[config.mk]
export PLATFORM = sky130hd
export DESIGN_NAME = first_fit_segment_allocator
export DESIGN_NICKNAME = d
export VERILOG_FILES = /design/src/ffsa_pkg.sv /design/src/ffsa_ctrl.sv /design/src/ffsa_dp.sv /design/src/first_fit_segment_allocator.sv
export SDC_FILE = /design/constraint.sdc
export NUM_CORES = 2
export LEC_CHECK = 0
export BUFFER_PORTS_ARGS = -buffer_cell sky130_fd_sc_hd__buf_2
export CAP_MARGIN = 5
export CORE_AREA = 2 2 326 392
export DETAILED_ROUTE_END_ITERATION = 8
export DIE_AREA = 0 0 328 394
export PLACE_DENSITY = 0.71
export SYNTH_ARGS = -nofsm -noshare
export SYNTH_HDL_FRONTEND = slang
export SYNTH_SLANG_ARGS = --single-unit
[constraint.sdc]
create_clock -name clk -period 9.5 [get_ports clk]
set_clock_uncertainty 0.05 [all_clocks]
set_input_delay 1.9 -clock clk [delete_from_list [all_inputs] [get_ports clk]]
set_output_delay 1.9 -clock clk [all_outputs]
set_load 0.1 [all_outputs]
[src/ffsa_pkg.sv]
// Shared constants, types and codes of the first-fit segment allocator.
package ffsa_pkg;

  localparam int MAX_SEGMENTS_DEF = 16;
  localparam int ADDR_BITS_DEF    = 16;

  localparam int OWNER_W  = 8;
  localparam int SIZE_W   = 17;
  localparam int START_W  = 16;
  localparam int STATUS_W = 2;
  localparam int HEAP_W   = 17;

  localparam logic [STATUS_W-1:0] ST_OK        = 2'd0;
  localparam logic [STATUS_W-1:0] ST_NO_FIT    = 2'd1;
  localparam logic [STATUS_W-1:0] ST_NOT_FOUND = 2'd2;
  localparam logic [STATUS_W-1:0] ST_FULL      = 2'd3;

  localparam logic CMD_ALLOC = 1'b0;
  localparam logic CMD_FREE  = 1'b1;

  localparam logic [1:0] REG_HEAP_SIZE = 2'd0;

  // Commands from the controller to the datapath.
  typedef struct packed {
    logic init;        // reload the table with one free segment
    logic load;        // capture the request word
    logic scan_clear;  // reset the scan index
    logic scan_step;   // advance the scan index
    logic take_exact;  // give the matched segment to the owner as it stands
    logic split;       // carve the request from the matched segment
    logic mark_free;   // release the matched segment
    logic merge_left;  // join the matched segment onto its left neighbour
    logic merge_right; // join the right neighbour onto the matched segment
    logic shift_step;  // one step of moving entries up or down
    logic shift_up;    // direction of the move
    logic shift_clear; // prepare the shift cursor
    logic save_grant;  // record the granted start
  } ffsa_cmd_t;

  // Status from the datapath to the controller.
  typedef struct packed {
    logic is_free_cmd;
    logic zero_size;
    logic scan_done;   // index has passed the last segment
    logic hit;         // current entry matches the request
    logic exact;       // matched segment is exactly the request length
    logic full;        // table holds the maximum number of segments
    logic left_free;   // matched entry has a free left neighbour
    logic right_free;  // matched entry has a free right neighbour
    logic shift_done;
  } ffsa_stat_t;

endpackage

[src/ffsa_ctrl.sv]
// Controller state machine of the first-fit segment allocator.
module ffsa_ctrl (
  input  logic                        clk,
  input  logic                        rst,
  input  logic                        start,
  input  logic                        cfg_write,
  input  ffsa_pkg::ffsa_stat_t        stat,
  output ffsa_pkg::ffsa_cmd_t         cmd,
  output logic                        busy,
  output logic                        done,
  output logic [ffsa_pkg::STATUS_W-1:0] status
);

  localparam logic [3:0] S_IDLE   = 4'd0;
  localparam logic [3:0] S_SCAN   = 4'd1;
  localparam logic [3:0] S_OPEN   = 4'd2;
  localparam logic [3:0] S_SPLIT  = 4'd3;
  localparam logic [3:0] S_FREE   = 4'd4;
  localparam logic [3:0] S_MLEFT  = 4'd5;
  localparam logic [3:0] S_CLOSEL = 4'd6;
  localparam logic [3:0] S_RCHK   = 4'd7;
  localparam logic [3:0] S_MRIGHT = 4'd8;
  localparam logic [3:0] S_CLOSER = 4'd9;
  localparam logic [3:0] S_DONE   = 4'd10;

  logic [3:0] state, state_next;
  logic [ffsa_pkg::STATUS_W-1:0] result, result_next;

  always_ff @(posedge clk) begin
    if (rst) begin
      state  <= S_IDLE;
      result <= ffsa_pkg::ST_OK;
    end else begin
      state  <= state_next;
      result <= result_next;
    end
  end

  always_comb begin
    state_next  = state;
    result_next = result;
    cmd         = '0;
    cmd.init    = cfg_write;
    case (state)
      S_IDLE: begin
        if (start) begin
          cmd.load       = 1'b1;
          cmd.scan_clear = 1'b1;
          result_next    = ffsa_pkg::ST_OK;
          state_next     = S_SCAN;
        end
      end
      S_SCAN: begin
        if (!stat.is_free_cmd && stat.zero_size) begin
          result_next = ffsa_pkg::ST_NO_FIT;
          state_next  = S_DONE;
        end else if (stat.scan_done) begin
          result_next = stat.is_free_cmd ? ffsa_pkg::ST_NOT_FOUND : ffsa_pkg::ST_NO_FIT;
          state_next  = S_DONE;
        end else if (!stat.hit) begin
          cmd.scan_step = 1'b1;
        end else if (stat.is_free_cmd) begin
          cmd.mark_free = 1'b1;
          state_next    = S_FREE;
        end else if (stat.exact) begin
          cmd.take_exact = 1'b1;
          cmd.save_grant = 1'b1;
          state_next     = S_DONE;
        end else if (stat.full) begin
          result_next = ffsa_pkg::ST_FULL;
          state_next  = S_DONE;
        end else begin
          cmd.shift_clear = 1'b1;
          cmd.shift_up    = 1'b1;
          cmd.save_grant  = 1'b1;
          state_next      = S_OPEN;
        end
      end
      S_OPEN: begin
        cmd.shift_up = 1'b1;
        if (stat.shift_done) begin
          cmd.split  = 1'b1;
          state_next = S_DONE;
        end else begin
          cmd.shift_step = 1'b1;
        end
      end
      S_FREE: begin
        if (stat.left_free) begin
          cmd.merge_left  = 1'b1;
          cmd.shift_clear = 1'b1;
          state_next      = S_CLOSEL;
        end else begin
          state_next = S_RCHK;
        end
      end
      S_CLOSEL: begin
        if (stat.shift_done) begin
          state_next = S_RCHK;
        end else begin
          cmd.shift_step = 1'b1;
        end
      end
      S_RCHK: begin
        if (stat.right_free) begin
          cmd.merge_right = 1'b1;
          cmd.shift_clear = 1'b1;
          state_next      = S_CLOSER;
        end else begin
          state_next = S_DONE;
        end
      end
      S_CLOSER: begin
        if (stat.shift_done) begin
          state_next = S_DONE;
        end else begin
          cmd.shift_step = 1'b1;
        end
      end
      S_DONE: begin
        state_next = S_IDLE;
      end
      default: begin
        state_next = S_IDLE;
      end
    endcase
  end

  assign busy   = (state != S_IDLE);
  assign done   = (state == S_DONE);
  assign status = result;

  a_done_from_work: assert property (@(posedge clk) disable iff (rst)
    done |-> $past(state != S_IDLE))
    else $error("done without a request in progress");
  a_idle_after_done: assert property (@(posedge clk) disable iff (rst)
    done |=> !busy)
    else $error("controller did not return to idle");
  a_start_takes: assert property (@(posedge clk) disable iff (rst)
    (start && !busy) |=> busy)
    else $error("accepted request not taken up");

endmodule

[src/ffsa_dp.sv]
// Datapath of the first-fit segment allocator: segment table, scan and shift logic.
module ffsa_dp #(
  parameter int MAX_SEGMENTS = ffsa_pkg::MAX_SEGMENTS_DEF
) (
  input  logic                          clk,
  input  logic                          rst,
  input  ffsa_pkg::ffsa_cmd_t           cmd,
  input  logic [ffsa_pkg::HEAP_W-1:0]   heap_value,
  input  logic                          command,
  input  logic [ffsa_pkg::OWNER_W-1:0]  owner_id,
  input  logic [ffsa_pkg::SIZE_W-1:0]   request_size,
  input  logic [ffsa_pkg::START_W-1:0]  block_start,
  output ffsa_pkg::ffsa_stat_t          stat,
  output logic [ffsa_pkg::START_W-1:0]  grant
);

  localparam int ADDR_BITS = ffsa_pkg::ADDR_BITS_DEF;
  localparam int IW = $clog2(MAX_SEGMENTS);
  localparam int CW = $clog2(MAX_SEGMENTS + 1);
  localparam int LW = ADDR_BITS + 1;

  logic                          seg_free  [MAX_SEGMENTS];
  logic [ffsa_pkg::OWNER_W-1:0]  seg_owner [MAX_SEGMENTS];
  logic [ADDR_BITS-1:0]          seg_start [MAX_SEGMENTS];
  logic [LW-1:0]                 seg_len   [MAX_SEGMENTS];
  logic [CW-1:0]                 count;

  logic                          req_cmd;
  logic [ffsa_pkg::OWNER_W-1:0]  req_owner;
  logic [ffsa_pkg::SIZE_W-1:0]   req_size;
  logic [ffsa_pkg::START_W-1:0]  req_start;
  logic [CW-1:0]                 idx;
  logic [CW-1:0]                 cur;
  logic [CW-1:0]                 stop;
  logic                          closing;
  logic [LW-1:0]                 init_len;

  logic [IW-1:0] ix, ixl, ixr;
  logic [IW-1:0] cx, cxm, cxp;
  logic          ent_free;
  logic [LW-1:0] ent_len;
  logic [ffsa_pkg::SIZE_W:0] size_ext;
  logic [ffsa_pkg::SIZE_W:0] len_ext;

  assign ix  = idx[IW-1:0];
  assign ixl = ix - IW'(1);
  assign ixr = ix + IW'(1);
  assign cx  = cur[IW-1:0];
  assign cxm = cx - IW'(1);
  assign cxp = cx + IW'(1);
  assign ent_free = seg_free[ix];
  assign ent_len  = seg_len[ix];
  assign size_ext = {1'b0, req_size};
  assign len_ext  = (ffsa_pkg::SIZE_W + 1)'(ent_len);
  assign init_len = rst ? LW'(1 << ADDR_BITS) : LW'(heap_value);

  always_comb begin
    stat             = '0;
    stat.is_free_cmd = (req_cmd == ffsa_pkg::CMD_FREE);
    stat.zero_size   = (req_size == '0);
    stat.scan_done   = (idx >= count);
    if (req_cmd == ffsa_pkg::CMD_FREE) begin
      stat.hit = !ent_free && (seg_owner[ix] == req_owner) &&
                 ((ffsa_pkg::START_W + ADDR_BITS)'(seg_start[ix]) ==
                  (ffsa_pkg::START_W + ADDR_BITS)'(req_start));
    end else begin
      stat.hit = ent_free && (len_ext >= size_ext);
    end
    stat.exact      = (len_ext == size_ext);
    stat.full       = (count >= CW'(MAX_SEGMENTS));
    stat.left_free  = (idx != '0) && seg_free[ixl];
    stat.right_free = (idx + CW'(1) < count) && seg_free[ixr];
    stat.shift_done = (cur == stop);
  end

  // Request and grant registers. The shift cursor (below): moving up it runs from
  // count down to idx+1, moving down from the removed slot up to the last entry.
  always_ff @(posedge clk) begin
    if (cmd.load) begin
      req_cmd   <= command;
      req_owner <= owner_id;
      req_size  <= request_size;
      req_start <= block_start;
    end
    if (cmd.save_grant) begin
      grant <= ffsa_pkg::START_W'(seg_start[ix]);
    end else if (cmd.load) begin
      grant <= '0;
    end
  end

  always_ff @(posedge clk) begin
    if (rst || cmd.init) begin
      for (int k = 0; k < MAX_SEGMENTS; k++) begin
        seg_free[k]  <= (k == 0);
        seg_owner[k] <= '0;
        seg_start[k] <= '0;
        seg_len[k]   <= (k == 0) ? init_len : '0;
      end
      count      <= CW'(1);
      idx        <= '0;
      cur        <= '0;
      stop       <= '0;
    end else begin
      if (cmd.scan_clear) idx <= '0;
      if (cmd.scan_step)  idx <= idx + CW'(1);
      if (cmd.shift_clear) begin
        if (cmd.shift_up) begin
          cur  <= count;
          stop <= idx;
        end else if (cmd.merge_left) begin
          cur  <= idx;
          stop <= count - CW'(1);
          idx  <= idx - CW'(1);
        end else begin
          cur  <= idx + CW'(1);
          stop <= count - CW'(1);
        end
      end
      if (cmd.shift_step) begin
        if (cmd.shift_up) begin
          seg_free[cx]  <= seg_free[cxm];
          seg_owner[cx] <= seg_owner[cxm];
          seg_start[cx] <= seg_start[cxm];
          seg_len[cx]   <= seg_len[cxm];
          cur <= cur - CW'(1);
        end else begin
          seg_free[cx]  <= seg_free[cxp];
          seg_owner[cx] <= seg_owner[cxp];
          seg_start[cx] <= seg_start[cxp];
          seg_len[cx]   <= seg_len[cxp];
          cur <= cur + CW'(1);
        end
      end
      // A close finishes by clearing the old last entry.
      if (!cmd.shift_step && !cmd.shift_clear && !cmd.shift_up && (cur == stop) &&
          (cur != '0) && (count != '0) && (stop == count - CW'(1)) && closing) begin
        seg_free[cx]  <= 1'b0;
        seg_owner[cx] <= '0;
        seg_start[cx] <= '0;
        seg_len[cx]   <= '0;
        count         <= count - CW'(1);
      end
      if (cmd.take_exact) begin
        seg_free[ix]  <= 1'b0;
        seg_owner[ix] <= req_owner;
      end
      if (cmd.split) begin
        seg_free[ix]   <= 1'b0;
        seg_owner[ix]  <= req_owner;
        seg_len[ix]    <= LW'(req_size);
        seg_start[ixr] <= seg_start[ix] + ADDR_BITS'(req_size);
        seg_len[ixr]   <= seg_len[ix] - LW'(req_size);
        count          <= count + CW'(1);
      end
      if (cmd.mark_free) begin
        seg_free[ix]  <= 1'b1;
        seg_owner[ix] <= '0;
      end
      if (cmd.merge_left) begin
        seg_len[ixl] <= seg_len[ixl] + seg_len[ix];
      end
      if (cmd.merge_right) begin
        seg_len[ix] <= seg_len[ix] + seg_len[ixr];
      end
    end
  end

  // Marks that a close is under way so that its tail clear runs once.
  always_ff @(posedge clk) begin
    if (rst || cmd.init) begin
      closing <= 1'b0;
    end else if (cmd.shift_clear && !cmd.shift_up) begin
      closing <= 1'b1;
    end else if (closing && !cmd.shift_step && (cur == stop)) begin
      closing <= 1'b0;
    end
  end

  a_count_range: assert property (@(posedge clk) disable iff (rst)
    (count != '0) && (count <= CW'(MAX_SEGMENTS)))
    else $error("segment count out of range");
  a_split_grows: assert property (@(posedge clk) disable iff (rst)
    (cmd.split && !cmd.init) |=> (count == $past(count) + CW'(1)))
    else $error("split did not grow the table");
  a_first_free_start: assert property (@(posedge clk) disable iff (rst)
    seg_start[0] == '0)
    else $error("first segment does not start at zero");

endmodule

[src/first_fit_segment_allocator.sv]
// First-fit segment allocator with coalescing: top level.
// A request is taken when start is high and busy is low; its single result
// appears for one cycle with done high and cannot be stalled. An allocate
// scans the segment table one entry a cycle and a split then moves entries up
// one a cycle; a free that merges on both sides moves entries twice. busy stays
// high through the scan and the shifts. Writing heap_size rebuilds the table as
// one free segment.
module first_fit_segment_allocator #(
  parameter int MAX_SEGMENTS = ffsa_pkg::MAX_SEGMENTS_DEF
) (
  input  logic                           clk,
  input  logic                           rst,
  input  logic                           psel,
  input  logic                           penable,
  input  logic                           pwrite,
  input  logic [1:0]                     paddr,
  input  logic [31:0]                    pwdata,
  output logic [31:0]                    prdata,
  output logic                           pready,
  input  logic                           start,
  output logic                           busy,
  input  logic                           command,
  input  logic [ffsa_pkg::OWNER_W-1:0]   owner_id,
  input  logic [ffsa_pkg::SIZE_W-1:0]    request_size,
  input  logic [ffsa_pkg::START_W-1:0]   block_start,
  output logic                           done,
  output logic [ffsa_pkg::STATUS_W-1:0]  status,
  output logic [ffsa_pkg::START_W-1:0]   granted_start
);

  localparam int ADDR_BITS = ffsa_pkg::ADDR_BITS_DEF;
  localparam logic [ffsa_pkg::HEAP_W-1:0] HEAP_MAX = ffsa_pkg::HEAP_W'(1 << ADDR_BITS);

  logic [ffsa_pkg::HEAP_W-1:0] heap_size;
  logic [ffsa_pkg::HEAP_W-1:0] heap_clamped;
  logic [ffsa_pkg::HEAP_W-1:0] wr_val;
  logic                        cfg_write;
  ffsa_pkg::ffsa_cmd_t         cmd;
  ffsa_pkg::ffsa_stat_t        stat;
  logic [ffsa_pkg::START_W-1:0] grant;

  assign pready    = 1'b1;
  assign cfg_write = psel && penable && pwrite && (paddr == ffsa_pkg::REG_HEAP_SIZE);
  assign wr_val    = pwdata[ffsa_pkg::HEAP_W-1:0];

  always_comb begin
    if (wr_val == '0) heap_clamped = ffsa_pkg::HEAP_W'(1);
    else if (wr_val > HEAP_MAX) heap_clamped = HEAP_MAX;
    else heap_clamped = wr_val;
  end

  always_ff @(posedge clk) begin
    if (rst) heap_size <= HEAP_MAX;
    else if (cfg_write) heap_size <= heap_clamped;
  end

  assign prdata = (paddr == ffsa_pkg::REG_HEAP_SIZE) ? 32'(heap_size) : 32'd0;

  ffsa_ctrl u_ctrl (
    .clk(clk), .rst(rst), .start(start), .cfg_write(cfg_write), .stat(stat),
    .cmd(cmd), .busy(busy), .done(done), .status(status)
  );

  ffsa_dp #(.MAX_SEGMENTS(MAX_SEGMENTS)) u_dp (
    .clk(clk), .rst(rst), .cmd(cmd), .heap_value(heap_clamped),
    .command(command), .owner_id(owner_id), .request_size(request_size),
    .block_start(block_start), .stat(stat), .grant(grant)
  );

  assign granted_start = (status == ffsa_pkg::ST_OK) ? grant : '0;

endmodule

==> flow_summary.toml <==
[run_status]
status = "complete, no violations"

[finish]
final_nets = 4319
layout.cells.most_common = "mux4_2"
mostFrequentLayoutCells = "765 x mux4_2, 729 x edfxtp_1, 343 x o22ai_1"
syn_to_final_growth_pct = 9.54
final_area_sq_mm = 0.0614
n_fill_cell = 10600
layout-drive-gt1-share_pct = 31.1

[clock_network]
clockRootBuffer = "clkbuf_16"
path_clk_slew_ps = 60
clock_latency_ps = 730
cts_tree = "done"
cts_hold_buf = 0
cts_resized = 0
cts_sinks = 774
h-tree-depth = 3
clockBufferDepth = 3
postCtsSetupBuffers = 0
numCtsBuffers = 85

[synthesis]
synth_area_sq_mm = 0.0560
seq_area_frac_synth_pct = 40.7
async_flop_share_pct = 0
ys_warn_count = 0
yosysTopAreaCell = "edfxtp_1"
syn-instance-count = 4170
synth_edf_count = 729
synth_cell_types = 95
yosys-top-cells-area = "edfxtp_1 39%, mux4_2 31%, o22ai_1 3.8%"
synth_top_area_share_pct = 39.1
syn_avg_cell_area_sq_um = 13.4
synth_flop_cell = "edfxtp_1"
ys_ff_latch = 774

[global_route]
grt_overflow = 0
antenna_found_initial = 5
track_usage_pct = 32.0
grt_pass1_wl_mm = 298
grt_max_degree = 121
grt_pass1_vias = 42600

[floorplan]
ioPinCount = 135
start_util_pct = 44.5
die_area_sq_mm = 0.129
die_w_um = 328
rows = 143
core-area_sq_mm = 0.126
die_h_um = 394

[timing]
setup_violations = 0
final_hold_viol_count = 0
worstMarginPinSlew_ps = 1340
slew_violations = 0
slew_headroom_pct = 10.9
layout_min_cycle_time_ps = 7940
fin_ws_ps = 1560
tns_ps = 0
hold_slack_ps = 432
timing.final.crit_share_pct = 83.6
rsz0062_at_grt = "false"
max_freq_mhz = 126

[route]
firstDrtPassIters = 8
postRouteAntennaNets = 0
vias = 44000
drc = 0
vias_per_cell = 7.49
routedWlPerCell_um = 35.6
wirelength_mm = 209
drt_iter0_drc = 7571

[critical_path]
cp.required_ps = 9910
end_kind = "flop"
cp.arrival_ps = 8350
critPathKind = "reg2reg"
start_kind = "flop"
crit_path_max_fanout = 33

[power_and_ir_drop]
p_leak_uw = 0.0207
total_power_uw = 15600
ir_drop_mv = 0.450
power.density_mw_per_mm2 = 254

[place]
io_buffers = 103
place_ws_ps = 1920
place_congestion = 1.00
dp_hpwl_mm = 137
placed_area_sq_mm = 0.0585

[worst_hold_path]
hp-class = "reg2reg"

[run]
cap_violations = 0
==> per-stage QoR <==
step           util (%)  instances
2_1_floorplan         -       4184
6_report           48.8       5877
3_3_place_gp       46.5       5719
4_1_cts            48.8       5873
3_5_place_dp       46.5       5719
5_1_grt            48.8       5875
==> state kept, by name, indices dropped and copies added, names as in the netlist <==
signal          count
heap_size          17
u_dp.seg_free      16
u_dp.cur            5
u_dp.seg_owner    128
u_dp.seg_len      272
u_dp.closing        1
u_dp.seg_start    256
u_dp.req_start     16
u_dp.count          5
u_dp.req_owner      8
u_ctrl.status       2
u_dp.idx            5
u_dp.stop           5
u_ctrl.state        4
u_dp.req_size      17
u_dp.grant         16
u_dp.req_cmd        1
==> path summary, 6_finish.rpt <==
path,startpoint,to,slack [ps],cells after the start
setup reg to reg,u_dp.idx[1]$_SDFF_PP0_,u_dp.seg_start[10][8]$_SDFFCE_PN0P_,1560,16
hold / removal,heap_size[11]$_SDFFE_PP0P_,heap_size[11]$_SDFFE_PP0P_,430,2
setup / recovery,u_dp.idx[1]$_SDFF_PP0_,u_dp.seg_start[10][8]$_SDFFCE_PN0P_,1560,16
hold reg to reg,heap_size[11]$_SDFFE_PP0P_,heap_size[11]$_SDFFE_PP0P_,430,2
==> synthesized netlist by cell type, drive strengths merged, types with 84 or more instances <==
cell type and instances:
edfxtp 729, a21oi 98, o21ai 94, mux2i 106, buf 176, xnor2 84
ha 91, nand2 230, o22ai 343, mux4 768, clkbuf 249, nor2 341
==> critical path, cell delays in order (launching register included) <==
cell,delay (ps)
dfxtp_4,740
buf_4,580
mux4_2,400
mux4_2,590
ha_1,460
nand3_1,220
nor3_1,410
a221oi_1,190
a211oi_1,250
o211ai_1,200
buf_4,230
o211a_1,420
o21ai_2,1090
a211oi_1,310
nand2_1,970
nand2_1,170
buf_4,280
==> layer usage <==
| layer | global-route usage [%] | vias up | share of wire [%] |
|---|---|---|---|
| met4 | 22.4 | 6 | 8.5 |
| met5 | 0 | - | 0.018 |
| met2 | 48.2 | 4145 | 44 |
| li1 | - | 17100 | - |
| met3 | 8.84 | 912 | 15 |
| met1 | 40.0 | 21800 | 32 |
==> layout make-up <==
cell class                 instances  area (sq um)  area share [%]
clock inverter                    54           608           0.991
tap                             1667          2090            3.40
sequential                       774         22800            37.2
inverter                          84           323           0.526
antenna                            2          5.00         0.00815
multi-input combinational       2901         31300            51.0
clock buffer                     100          2230            3.63
timing repair buffer             295          2030            3.31
==> report_power, final <==
part / internal, uW / total, uW / switching, uW
clock: 1900 / 3420 / 1520
sequential: 4050 / 4440 / 396
combinational: 3040 / 7740 / 4710
total: 8980 / 15600 / 6620
==> kinds of logic after synthesis <==
group / count (synthesis) / synth area share, %
other cells: 2 / 0.0134
flops: 774 / 40.7
buf+inv: 509 / 3.99
fa+ha+maj: 96 / 2.21
xor+xnor: 120 / 1.89
compound gates: 812 / 9.58
simple gates: 928 / 7.74
mux: 929 / 33.9
Note: power is estimated with default switching activity, not from simulation.
